### config.mk
export PLATFORM = sky130hd
export DESIGN_NAME = pressure_frame_receiver_top
export DESIGN_NICKNAME = d
export VERILOG_FILES = /design/src/rtl/pfr_pkg.sv /design/src/rtl/pressure_frame_receiver_top.sv
export SDC_FILE = /design/constraint.sdc
export NUM_CORES = 1
export LEC_CHECK = 0
export BUFFER_PORTS_ARGS = -buffer_cell sky130_fd_sc_hd__buf_4
export CAP_MARGIN = 20
export CORE_ASPECT_RATIO = 1.25
export CORE_MARGIN = 3
export CORE_UTILIZATION = 37
export DETAILED_ROUTE_END_ITERATION = 7
export HOLD_SLACK_MARGIN = 0.05
export PLACE_DENSITY_LB_ADDON = 0.25
export SLEW_MARGIN = 15
export SYNTH_ARGS = -nofsm -noshare
export SYNTH_HDL_FRONTEND = slang
export SYNTH_SLANG_ARGS = --single-unit
export TNS_END_PERCENT = 20
### constraint.sdc
create_clock -name clk -period 3.9 [get_ports clk]
set_input_delay 0.585 -clock clk [delete_from_list [all_inputs] [get_ports clk]]
set_output_delay 0.585 -clock clk [all_outputs]
set_load 0.02 [all_outputs]
### src/rtl/pfr_pkg.sv
`default_nettype none

package pfr_pkg;

    // Event codes carried on op
    localparam logic OP_BYTE = 1'b0;
    localparam logic OP_TICK = 1'b1;

    // Frame characters
    localparam logic [7:0] CH_OPEN  = 8'h3B;   // ';'
    localparam logic [7:0] CH_CLOSE = 8'h3A;   // ':'
    localparam logic [7:0] CH_SEP   = 8'h78;   // 'x'
    localparam logic [7:0] CH_ZERO  = 8'h30;   // '0'
    localparam logic [7:0] CH_SPACE = 8'h20;   // ' '

    localparam int          FRAME_DEPTH = 9;
    localparam logic [3:0]  FRAME_LEN   = 4'd9;
    localparam int          NUM_DIGITS  = 6;

    localparam logic [15:0] TIMEOUT_RESET = 16'd5000;

    typedef logic [7:0] char_t;
    typedef char_t frame_buf_t [FRAME_DEPTH];
    typedef char_t digits_t [NUM_DIGITS];

endpackage : pfr_pkg

`default_nettype wire

### src/rtl/pressure_frame_receiver_top.sv
// An event goes into the input register, then into the result register when the slot is free,
// and is offered on out_valid. Throughput: one event per cycle unless out_stall holds; while a
// result waits, one more event still enters the input register, then in_stall holds the input
// until the result moves. Reset (rst_n low, asynchronous): timeout register 5000, no frame open,
// buffer all spaces, timeout count 0, error flag set, latched digits all '0', both channels empty.
`default_nettype none

module pressure_frame_receiver_top
    import pfr_pkg::*;
(
    input  wire logic        clk,
    input  wire logic        rst_n,

    // event input channel
    input  wire logic        in_valid,
    output logic             in_stall,
    input  wire logic        op,
    input  wire logic [7:0]  rx_byte,

    // result channel
    output logic             out_valid,
    input  wire logic        out_stall,
    output logic             error_flag,
    output logic             frame_accepted,
    output logic [7:0]       digit_a0,
    output logic [7:0]       digit_a1,
    output logic [7:0]       digit_a2,
    output logic [7:0]       digit_b0,
    output logic [7:0]       digit_b1,
    output logic [7:0]       digit_b2,

    // configuration write channel (timeout in ticks)
    input  wire logic        cfg_valid,
    output logic             cfg_ready,
    input  wire logic [15:0] cfg_data
);

    // ------------------------------------------------------------------
    // Input register
    // ------------------------------------------------------------------
    logic        in_valid_reg, in_valid_next;
    logic        op_reg;
    logic [7:0]  byte_reg;

    // Result register (digits and error flag are read straight from state,
    // which only moves when a new result is loaded)
    logic        out_valid_reg, out_valid_next;
    logic        accepted_reg, accepted_next;

    // Link state
    logic [15:0] timeout_ticks_reg;
    logic        frame_open_reg, frame_open_next;
    logic [3:0]  byte_count_reg, byte_count_next;
    frame_buf_t  frame_buf_reg, frame_buf_next;
    logic [15:0] timeout_count_reg, timeout_count_next;
    logic        error_reg, error_next;
    digits_t     digits_reg, digits_next;

    logic        in_xfer;
    logic        advance;

    // Byte path intermediates
    logic        open_now;
    logic        byte_taken;
    frame_buf_t  buf_store;
    logic [3:0]  count_store;
    logic        frame_done;
    logic        frame_ok;
    logic [15:0] timeout_inc;

    // An event moves into processing whenever the result slot is free or
    // is being emptied in this same cycle.
    assign advance  = in_valid_reg && (!out_valid_reg || !out_stall);
    assign in_stall = in_valid_reg && !advance;
    assign in_xfer  = in_valid && !in_stall;

    assign cfg_ready = 1'b1;

    // ------------------------------------------------------------------
    // Byte store: slot at byte_count gets the byte, if room remains
    // ------------------------------------------------------------------
    assign open_now    = frame_open_reg || (byte_reg == CH_OPEN);
    assign byte_taken  = open_now && (timeout_count_reg <= timeout_ticks_reg);
    assign timeout_inc = timeout_count_reg + 16'd1;

    always_comb
    begin
        buf_store   = frame_buf_reg;
        count_store = byte_count_reg;
        if (byte_count_reg < FRAME_LEN)
        begin
            buf_store[byte_count_reg] = byte_reg;
            count_store               = byte_count_reg + 4'd1;
        end
    end

    // Frame closes on the ninth byte or on a ':'; the form check looks at
    // the opener, separator and closer slots after this byte is stored.
    assign frame_done = (count_store >= FRAME_LEN) || (byte_reg == CH_CLOSE);
    assign frame_ok   = (buf_store[8] == CH_CLOSE) && (buf_store[4] == CH_SEP)
                     && (buf_store[0] == CH_OPEN);

    // ------------------------------------------------------------------
    // Next state
    // ------------------------------------------------------------------
    always_comb
    begin
        in_valid_next      = in_valid_reg;
        out_valid_next     = out_valid_reg;
        accepted_next      = accepted_reg;
        frame_open_next    = frame_open_reg;
        byte_count_next    = byte_count_reg;
        frame_buf_next     = frame_buf_reg;
        timeout_count_next = timeout_count_reg;
        error_next         = error_reg;
        digits_next        = digits_reg;

        if (in_xfer)
            in_valid_next = 1'b1;
        else if (advance)
            in_valid_next = 1'b0;

        if (advance)
            out_valid_next = 1'b1;
        else if (out_valid_reg && !out_stall)
            out_valid_next = 1'b0;

        if (advance)
        begin
            accepted_next = 1'b0;
            if (op_reg == OP_TICK)
            begin
                // ticks only count while a frame is open
                if (frame_open_reg)
                begin
                    if (timeout_inc >= timeout_ticks_reg)
                    begin
                        timeout_count_next = '0;
                        error_next         = 1'b1;
                        frame_open_next    = 1'b0;
                        byte_count_next    = '0;
                        for (int i = 0; i < FRAME_DEPTH; i++)
                            frame_buf_next[i] = CH_ZERO;
                    end
                    else
                    begin
                        timeout_count_next = timeout_inc;
                    end
                end
            end
            else
            begin
                // a ';' marks the frame open even if the byte is refused
                frame_open_next = open_now;
                error_next      = 1'b1;
                if (byte_taken)
                begin
                    if (frame_done)
                    begin
                        if (frame_ok)
                        begin
                            error_next     = 1'b0;
                            accepted_next  = 1'b1;
                            digits_next[0] = buf_store[1];
                            digits_next[1] = buf_store[2];
                            digits_next[2] = buf_store[3];
                            digits_next[3] = buf_store[5];
                            digits_next[4] = buf_store[6];
                            digits_next[5] = buf_store[7];
                        end
                        frame_open_next = 1'b0;
                        byte_count_next = '0;
                        for (int i = 0; i < FRAME_DEPTH; i++)
                            frame_buf_next[i] = CH_ZERO;
                    end
                    else
                    begin
                        // mid-frame: stored, link still flagged busy
                        frame_buf_next  = buf_store;
                        byte_count_next = count_store;
                    end
                end
            end
        end
    end

    // ------------------------------------------------------------------
    // Registers
    // ------------------------------------------------------------------
    always_ff @(posedge clk or negedge rst_n)
    begin
        if (!rst_n)
        begin
            in_valid_reg      <= 1'b0;
            out_valid_reg     <= 1'b0;
            accepted_reg      <= 1'b0;
            timeout_ticks_reg <= TIMEOUT_RESET;
            frame_open_reg    <= 1'b0;
            byte_count_reg    <= '0;
            timeout_count_reg <= '0;
            error_reg         <= 1'b1;
            for (int i = 0; i < FRAME_DEPTH; i++)
                frame_buf_reg[i] <= CH_SPACE;
            for (int i = 0; i < NUM_DIGITS; i++)
                digits_reg[i] <= CH_ZERO;
        end
        else
        begin
            in_valid_reg      <= in_valid_next;
            out_valid_reg     <= out_valid_next;
            accepted_reg      <= accepted_next;
            frame_open_reg    <= frame_open_next;
            byte_count_reg    <= byte_count_next;
            timeout_count_reg <= timeout_count_next;
            error_reg         <= error_next;
            frame_buf_reg     <= frame_buf_next;
            digits_reg        <= digits_next;
            if (cfg_valid && cfg_ready)
                timeout_ticks_reg <= cfg_data;
        end
    end

    // Payload of the input stage: loaded on each transfer, no reset needed
    always_ff @(posedge clk)
    begin
        if (in_xfer)
        begin
            op_reg   <= op;
            byte_reg <= rx_byte;
        end
    end

    // ------------------------------------------------------------------
    // Outputs
    // ------------------------------------------------------------------
    assign out_valid      = out_valid_reg;
    assign frame_accepted = accepted_reg;
    assign error_flag     = error_reg;
    assign digit_a0       = digits_reg[0];
    assign digit_a1       = digits_reg[1];
    assign digit_a2       = digits_reg[2];
    assign digit_b0       = digits_reg[3];
    assign digit_b1       = digits_reg[4];
    assign digit_b2       = digits_reg[5];

    // ------------------------------------------------------------------
    // Assertions
    // ------------------------------------------------------------------
`ifndef ASSERT_OFF
    // a good frame always leaves the link out of error
    a_accept_clears_error: assert property (@(posedge clk) disable iff (!rst_n)
        (out_valid && frame_accepted) |-> !error_flag)
        else $error("frame accepted with error flag set");

    // buffer never fills past its last slot without closing
    a_count_in_range: assert property (@(posedge clk) disable iff (!rst_n)
        byte_count_reg < FRAME_LEN)
        else $error("byte count out of range");

    // a closed frame holds no bytes
    a_closed_empty: assert property (@(posedge clk) disable iff (!rst_n)
        !frame_open_reg |-> (byte_count_reg == 4'd0))
        else $error("bytes held with no frame open");

    // state only moves when a result is produced
    a_state_with_result: assert property (@(posedge clk) disable iff (!rst_n)
        !advance |=> ($stable(error_reg) && $stable(frame_open_reg)))
        else $error("link state changed without an event");
`endif

endmodule : pressure_frame_receiver_top

`default_nettype wire

---- Word level (Yosys, flattened, before mapping) ----
Cells that the tools add are included.
storage, ports and cells
  register bits ........................... 170
  bits of input ports ..................... 30
  output and inout port bits .............. 53
  word-level logic and storage cells ...... 99
cells by class
  add/subtract/negate cells ............... 2
  order comparisons ....................... 6
  equal/unequal tests ..................... 7
  multiplexer cells ....................... 35
  bitwise logic cells ..................... 2
  reductions and logical operators ........ 22
operators by type and width
  kind                                                                          count
  72-bit two-way mux                                                            6
  72-bit bitwise mux                                                            1
  8-bit demux with 4-bit select                                                 1
  8-bit by 6-bit equality test with 1-bit output, second input constant         4
  4-bit two-way mux                                                             6
  1-bit two-way mux                                                             19
  16-bit by 1-bit adder with 16-bit output, second input constant               1
  16-bit >= comparator                                                          1
  16-bit less-or-equal comparator                                               1
  16-bit two-way mux                                                            1
  8-bit by 7-bit equality test with 1-bit output, second input constant         1
  1-bit logical AND                                                             8
  8-bit two-way mux                                                             1
  3-bit AND reduction                                                           2
  2-bit nonzero test                                                            3
  5-bit >= comparator, second input constant                                    1
  5-bit by 1-bit less-than comparator with 1-bit output, second input constant  1
  4-bit NOT with 5-bit output                                                   1
  5-bit AND reduction                                                           1
  4-bit by 1-bit adder with 4-bit output, second input constant                 1
  4-bit >= comparator, second input constant                                    1
  1-bit zero test                                                               4
  4-bit less-than comparator, second input constant                             1
  2-bit by 1-bit != test with 1-bit output, second input constant               2
  other kinds (3)                                                               5

---- Depth between registers and ports, before layout ----
Gate-level depths: netlist of run 1.
  word-level depth ........................ 14
  depth in mapped cells ................... 14
  gate-level depth less buffers ........... 13

---- Worst setup path after synthesis of run 1 ----
Ideal clock, no wire load.
  kind .................................... reg2reg
  start ................................... register timeout_count_reg[0]
  end ..................................... register frame_buf_reg[20] (netlist bit)
  library setup time ...................... 0.126 ns
  arrival time ............................ 3.250 ns
  data required time ...................... 3.774 ns
  setup slack ............................. 0.524 ns
  stages on the path, launching flop included .. 15
  period minus slack after synthesis ...... 3.376 ns
  cells stage by stage .................... dfrtp_1 -> ha_1 -> nand3_1 -> nor2_1 -> nand3_1 -> xnor2_1 -> ha_1 -> a21oi_1 -> nand2_1 -> a221oi_1 -> nand3_1 -> nand2_1 -> clkbuf_1 -> a22oi_1 -> o32a_1
between the ends
  longest elaborated chain between the ends .. 4
  elaborated cells on any way between the ends .. 7
  classes of those cells .................. add/sub (1); order compare (2); eq/ne (1); reduce/logical (3)
RTL lines
  item                                                                                         line                                                                   text
  from (decl)                                                                                  pressure_frame_receiver_top.sv:55                                      logic [15:0] timeout_count_reg, timeout_count_next;
  from (signal assigned)                                                                       pressure_frame_receiver_top.sv:214                                     timeout_count_reg <= timeout_count_next;
  16-bit by 1-bit adder with 16-bit output or 16-bit less-or-equal comparator (tied branches)  pressure_frame_receiver_top.sv:84, pressure_frame_receiver_top.sv:83
  16-bit >= comparator or 1-bit logical AND (tied branches)                                    pressure_frame_receiver_top.sv:136, pressure_frame_receiver_top.sv:83
  2-bit by 1-bit != test with 1-bit output (no line) or 2-bit nonzero test (tied branches)     --
  4-bit AND reduction (no line) *                                                              --
  to (signal assigned)                                                                         pressure_frame_receiver_top.sv:216                                     frame_buf_reg <= frame_buf_next;
  to (decl)                                                                                    pressure_frame_receiver_top.sv:54                                      frame_buf_t frame_buf_reg, frame_buf_next;
Every way passes the cells marked *; elsewhere a longest branch is shown, timed or not.
A chain may end at the register's enable or synchronous reset.

---- Final worst setup path of run 1 ----
  start ................................... register timeout_count_reg[6]
  end ..................................... register frame_buf_reg[22] (netlist bit)
The elaborated chain is that of the path after synthesis.

==> results.py, run 1 <==
metrics = {
    "die": {
        "die_y_um": 175,
        "rows": 61,
        "die_w_um": 141,
        "coreArea_um2": 22400,
        "ios": 83,
        "start_util": 0.378,
        "fp.dieArea_um2": 24700,
    },
    "synthesis": {
        "ys_ff_latch": 170,
        "synth-edff-count": 9,
        "synth_area_um2": 8460,
        "async_reset_ff_frac": 0.947,
        "postSynthCellCount": 795,
        "synth_ff_type": "dfrtp_1",
        "synth.area.top_cells": "dfrtp_1 40%, dfstp_2 8.4%, a32o_1 6.4%",
        "synth_area_per_cell_um2": 10.6,
        "ys_types": 66,
        "synth_top_area_frac": 0.397,
        "yosysTopAreaCell": "dfrtp_1",
        "syn_nets": 863,
        "yosysWarningCount": 0,
        "seq_area_frac_synth": 0.512,
    },
    "drt": {
        "highest_layer": "met4",
        "route.detailed.drc": 0,
        "m1WireLength_um": 9380,
        "first_iter_violations": 374,
        "vias": 6253,
        "dr.pass1.iters": 5,
        "detail_route.wl_per_cell_um": 17.8,
        "wl_met3_um": 747,
        "wl_met2_um": 9990,
        "vias_per_cell": 5.44,
        "antenna_left": 0,
        "finalWirelength_um": 20400,
    },
    "clocking": {
        "htree_levels": 4,
        "clock_latency_ns": 0.43,
        "root_buffer": "clkbuf_16",
        "cts_resized": 0,
        "ctsHoldBuffers": 0,
        "clockBufferDepth": 2,
        "cts.sinks": 170,
        "cts.clk_slew.worst_paths_ns": 0.07,
        "post_cts_buffers": 0,
        "cts_tree": "built",
        "cts_buffers": 17,
    },
    "critical_path": {
        "worst_path_largest_cell_delay_ns": 0.46,
        "slowest_stage": "dfrtp_1",
        "worst_setup_path_end_kind": "register",
        "crit_type": "reg -> reg",
        "worstPathCellList": "and3_1 -> nand4_1 -> nor2_1 -> nand3_1 -> xnor2_1 -> ha_1 -> nand4_1 -> nor3_1 -> o311ai_0 -> nand3_1 -> nand2_1 -> buf_12 -> a22o_1 -> a32o_1",
        "critPathRequiredTime_ns": 4.21,
        "startpoint_type": "register",
        "path_max_fanout": 18,
        "cp_top_family": "simple AND/OR/NAND/NOR gates",
        "reg2reg_from": "timeout_count_reg[6]",
        "cp-startpoint": "timeout_count_reg[6]",
        "path_buf_inv": 1,
        "critPathArrivalTime_ns": 3.89,
    },
    "grt": {
        "track_usage": 0.170,
        "grt_pass1_wl_um": 33600,
        "antenna_found_initial": 0,
        "grt_pass1_vias": 6282,
        "grt_max_degree": 85,
        "grt-ovfl-total": 0,
    },
    "hold_path": {
        "worstHoldPathType": "in -> async",
    },
    "sta": {
        "max_slew.worst_pin.slew_ns": 0.953,
        "drv_slew": 0,
        "max_slew_margin": 0.364,
        "hold_slack_ns": 0.146,
        "setup_viol": 0,
        "finalClockSkew_ns": 0.0106,
        "timing.final.crit_share": 0.917,
        "rsz0062_at_grt": "no",
        "min_period_ns": 3.58,
        "finalSetupTns_ns": 0,
        "finalHoldViolCount": 0,
        "fmax_mhz": 280,
    },
    "layout": {
        "drive_above_1_share": 0.199,
        "largest_register_ffs": 72,
        "nets": 921,
        "area_growth_pct": 16.9,
        "n_antenna_cell": 0,
    },
    "place": {
        "place.gp.congestion": 0.821,
        "dpl.hpwl_um": 13800,
        "portBuffers": 81,
    },
    "power_and_ir_drop": {
        "power_density_nw_per_um2": 372,
        "irDropWorstVdd_mv": 0.313,
        "fin_total_pwr_mw": 3.67,
        "p_leak_nw": 4.51,
    },
    "status": {
        "status": "complete, no violations",
    },
    "job": {
        "cap_violations": 0,
    },
}
==> where the power goes <==
| group | switching [mW] | leakage (nW) | total, mW | internal, mW |
|---|---|---|---|---|
| Combinational | 0.139 | 2.06 | 0.208 | 0.0692 |
| Sequential | 0.0207 | 2.18 | 1.83 | 1.81 |
| Clock | 0.731 | 0.268 | 1.63 | 0.903 |
==> layout by cell type, fill, tap and decap left out, drive strengths merged, types with 2 or more instances in the layout <==
cell	n
a21boi	4
a21oi	28
a221oi	2
a22o	7
a22oi	4
a32o	54
a32oi	10
and2	10
and3	4
and4	2
buf	99
clkbuf	20
clkinv	3
clkinvlp	3
dfrtp	134
dfstp	27
edfxtp	9
ha	38
inv	40
mux2i	40
nand2	107
nand2b	9
nand3	14
nand4	6
nand4b	3
nor2	25
nor2b	5
nor3	7
nor3b	2
nor4	4
o21a	3
o21ai	90
o2bb2ai	4
o31ai	4
o32a	8
o41ai	2
or3b	2
xnor2	9
xor2	5
==> cell usage after synthesis (all sizes together), types with 2 or more instances <==
master	count
nand2b	9
a22o	7
nand4b	3
nor2b	5
a32oi	10
o21ai	90
buf	24
nand2	107
o31ai	4
a32o	54
a21oi	28
nand3	14
inv	35
clkbuf	36
nor3	7
o32a	8
dfrtp	134
mux2i	40
edfxtp	9
a21boi	4
and4	2
nor3b	2
a221oi	2
dfstp	27
nand4	6
o21a	3
xor2	5
or3b	2
nor4	4
a22oi	4
xnor2	9
o41ai	2
ha	38
and3	4
o2bb2ai	4
nor2	25
and2	10
==> final cells by class <==
type / instances / area (µm²)
fill: 2176 / 12500
sequential: 170 / 4330
multi-input combinational: 530 / 3710
timing repair buffer: 99 / 797
clock buffer: 20 / 447
tap: 283 / 354
inverter: 35 / 131
clock inverter: 12 / 113
==> layer usage <==
| layer | GRT usage | vias to the layer above |
|---|---|---|
| met2 | 0.279 | 135 |
| li1 | - | 3014 |
| met5 | 0 | - |
| met4 | 0.0529 | 0 |
| met1 | 0.231 | 3083 |
| met3 | 0.0266 | 21 |
==> cell families (layout without fill, tap and decap cells) <==
logic type / count (synthesis) / count (layout) / share of synthesized area
flops: 170 / 170 / 0.512
compound gates: 230 / 230 / 0.199
simple gates: 206 / 206 / 0.120
buf+inv: 95 / 166 / 0.0493
mux: 41 / 41 / 0.0487
xor+xnor: 14 / 14 / 0.0145
fa+ha+maj: 38 / 38 / 0.0562
other cells: 1 / 1 / 0.000443
==> through the flow <==
step | cells | instance area [µm²] | util | setup WS (ns)
2_1_floorplan | 795 | 8460 | - | 0.524
3_3_place_gp | 1117 | 9320 | 0.417 | 0.577
3_5_place_dp | 1117 | 9320 | 0.417 | 0.414
4_1_cts | 1149 | 9880 | 0.442 | 0.369
5_1_grt | 1149 | 9880 | 0.442 | 0.0854
6_report | 1149 | 9880 | 0.442 | 0.324
==> worst reg2reg max path, stage by stage (launching register included) <==
cell	delay, ns
dfrtp_1	0.46
and3_1	0.22
nand4_1	0.15
nor2_1	0.33
nand3_1	0.19
xnor2_1	0.16
ha_1	0.30
nand4_1	0.12
nor3_1	0.30
o311ai_0	0.20
nand3_1	0.18
nand2_1	0.11
buf_12	0.17
a22o_1	0.32
a32o_1	0.24
==> worst paths after layout <==
path | to | slack [ns] | depth (start not counted)
min in group clk | op_reg | 0.33 | 1
setup reg to reg | frame_buf_reg[22] | 0.32 | 14
max in group asynchronous | frame_buf_reg[37] | 2.79 | 2
hold / removal | timeout_ticks_reg[11] | 0.15 | 1
setup / recovery | frame_buf_reg[22] | 0.32 | 14
hold reg to reg | frame_buf_reg[5] | 0.47 | 2
No activity file was read; power rests on OpenSTA's default activity.
==> run 2, diff against run 1 <==
--- a/config.mk
+++ b/config.mk
@@ -13,6 +13,7 @@
 export DETAILED_ROUTE_END_ITERATION = 7
 export HOLD_SLACK_MARGIN = 0.05
 export PLACE_DENSITY_LB_ADDON = 0.25
+export REMOVE_ABC_BUFFERS = 1
 export SLEW_MARGIN = 15
 export SYNTH_ARGS = -nofsm -noshare
 export SYNTH_HDL_FRONTEND = slang
==> run 2 against run 1 <==
Worst hold slack gained 0.081 ns; critical path depth did not move; combinational power barely moved; fmax increased by 3.5%; wire length rose by 0.83%; largest power group unchanged; first-iteration DRC count shrank 9.1%; sequential power hardly changed; clock skew increased by 0.00097 ns.
==> results.py, run 2 (synthesis results as in run 1) <==
metrics = {
    "drt": {
        "detail_route.wl_per_cell_um": 17.9,
        "vias": 6215,
        "vias_per_cell": 5.40,
        "dr.pass1.iters": 4,
        "antenna_left": 0,
        "finalWirelength_um": 20600,
        "route.detailed.drc": 0,
        "first_iter_violations": 340,
    },
    "grt": {
        "grt-ovfl-total": 0,
        "track_usage": 0.171,
        "antenna_found_initial": 0,
        "grt_pass1_wl_um": 33700,
        "grt_max_degree": 88,
        "grt_pass1_vias": 6367,
    },
    "die": {
        "fp.dieArea_um2": 24700,
        "coreArea_um2": 22400,
        "die_w_um": 141,
        "rows": 61,
        "die_y_um": 175,
        "ios": 83,
        "start_util": 0.378,
    },
    "clocking": {
        "ctsHoldBuffers": 0,
        "root_buffer": "clkbuf_16",
        "cts.sinks": 170,
        "clock_latency_ns": 0.43,
        "cts_resized": 0,
        "clockBufferDepth": 2,
        "cts.clk_slew.worst_paths_ns": 0.07,
        "htree_levels": 4,
        "post_cts_buffers": 0,
        "cts_buffers": 17,
        "cts_tree": "built",
    },
    "critical_path": {
        "startpoint_type": "register",
        "reg2reg_from": "timeout_count_reg[2]",
        "cp-startpoint": "timeout_count_reg[2]",
        "worst_setup_path_end_kind": "register",
        "slowest_stage": "dfrtp_1",
        "cp_num_cells": 14,
        "worstPathCellList": "and3_1 -> nand4_1 -> nor2_1 -> nand3_1 -> xnor2_1 -> ha_1 -> nand4_1 -> nor3_1 -> o311ai_0 -> nand3_1 -> nand2_1 -> buf_4 -> a22o_1 -> a32o_1",
        "reg2reg_depth": 14,
        "path_max_fanout": 18,
        "cp_top_family": "simple AND/OR/NAND/NOR gates",
        "path_buf_inv": 1,
        "crit_type": "reg -> reg",
        "critPathRequiredTime_ns": 4.22,
        "worst_path_largest_cell_delay_ns": 0.45,
        "critPathArrivalTime_ns": 3.77,
    },
    "sta": {
        "max_slew.worst_pin.slew_ns": 0.969,
        "max_slew_margin": 0.354,
        "finalSetupTns_ns": 0,
        "rsz0062_at_grt": "no",
        "timing.final.crit_share": 0.886,
        "drv_slew": 0,
        "hold_slack_ns": 0.227,
        "fmax_mhz": 289,
        "min_period_ns": 3.46,
        "finalClockSkew_ns": 0.0116,
        "finalHoldViolCount": 0,
        "setup_viol": 0,
    },
    "place": {
        "place_area_um2": 9320,
        "portBuffers": 81,
        "place.gp.congestion": 0.861,
        "dpl.hpwl_um": 14000,
    },
    "layout": {
        "final_area_um2": 9880,
        "regArea_um2": 4330,
        "largest_register_ffs": 72,
        "layout_commonest_cell": "dfrtp_1",
        "fill_cells": 2143,
        "nets": 922,
        "area_growth_pct": 16.9,
        "fin_util": 0.442,
        "n_antenna_cell": 0,
        "drive_above_1_share": 0.201,
        "layout_common_cells": "134 x dfrtp_1, 107 x nand2_1, 96 x buf_4",
        "multiInputGateArea_um2": 3710,
    },
    "power_and_ir_drop": {
        "fin_total_pwr_mw": 3.68,
        "p_leak_nw": 4.52,
        "irDropWorstVdd_mv": 0.279,
        "power_density_nw_per_um2": 373,
    },
    "hold_path": {
        "worstHoldPathType": "in -> async",
    },
    "status": {
        "status": "complete, no violations",
    },
    "job": {
        "cap_violations": 0,
    },
}
run 2: cell types whose count changed in the layout (fill, tap and decap cells not counted):
cell | before | now
buf_4 | 94 | 96
clkinvlp_4 | 3 | 1
inv_6 | 4 | 6
inv_8 | 0 | 2
buf_12 | 4 | 3
bufinv_16 | 1 | 0
clkbuf_1 | 2 | 1
clkbuf_16 | 17 | 18
clkinv_4 | 1 | 0
run 2: layout make-up:
cell class,count,area share
clock buffers,20,0.0473
clock inverters,12,0.0100
inverters,35,0.0133
multi-input cells,530,0.375
flip-flops and latches,170,0.438
well taps,283,0.0358
repair buffers,100,0.0801
run 2: report_power, final:
group | switching (mW) | internal [mW]
Clock | 0.751 | 0.890
Sequential | 0.0216 | 1.81
Combinational | 0.141 | 0.0692
Total | 0.914 | 2.77
run 2: final timing paths:
check | to | slack [ns]
max | frame_buf_reg[31] | 0.44
max in group asynchronous | digit_b2[5] | 2.82
min reg2reg | digit_a1[4] | 0.47
min in group clk | byte_reg[1] | 0.33
max reg2reg | frame_buf_reg[31] | 0.44
min | timeout_ticks_reg[4] | 0.23
run 2: worst reg2reg max path, stage by stage (launching register included):
cell and delay [ns]:
dfrtp_1 0.45, and3_1 0.24, nand4_1 0.13, nor2_1 0.29, nand3_1 0.18, xnor2_1 0.16
ha_1 0.30, nand4_1 0.12, nor3_1 0.26, o311ai_0 0.17, nand3_1 0.17, nand2_1 0.07
buf_4 0.22, a22o_1 0.34, a32o_1 0.24
run 2: routing by layer:
| layer | global-route usage | part of all wire |
|---|---|---|
| met4 | 0.0582 | 0.019 |
| met3 | 0.0307 | 0.037 |
| met1 | 0.220 | 0.43 |
| met2 | 0.292 | 0.51 |
| met5 | 0 | 0 |
run 2: metrics by stage:
step                std cells  setup WS (ns)
finish                   1150          0.445
global route             1150         0.0323
CTS                      1150          0.436
detailed placement       1118          0.460
global placement         1118          0.569
floorplan                 735          0.211
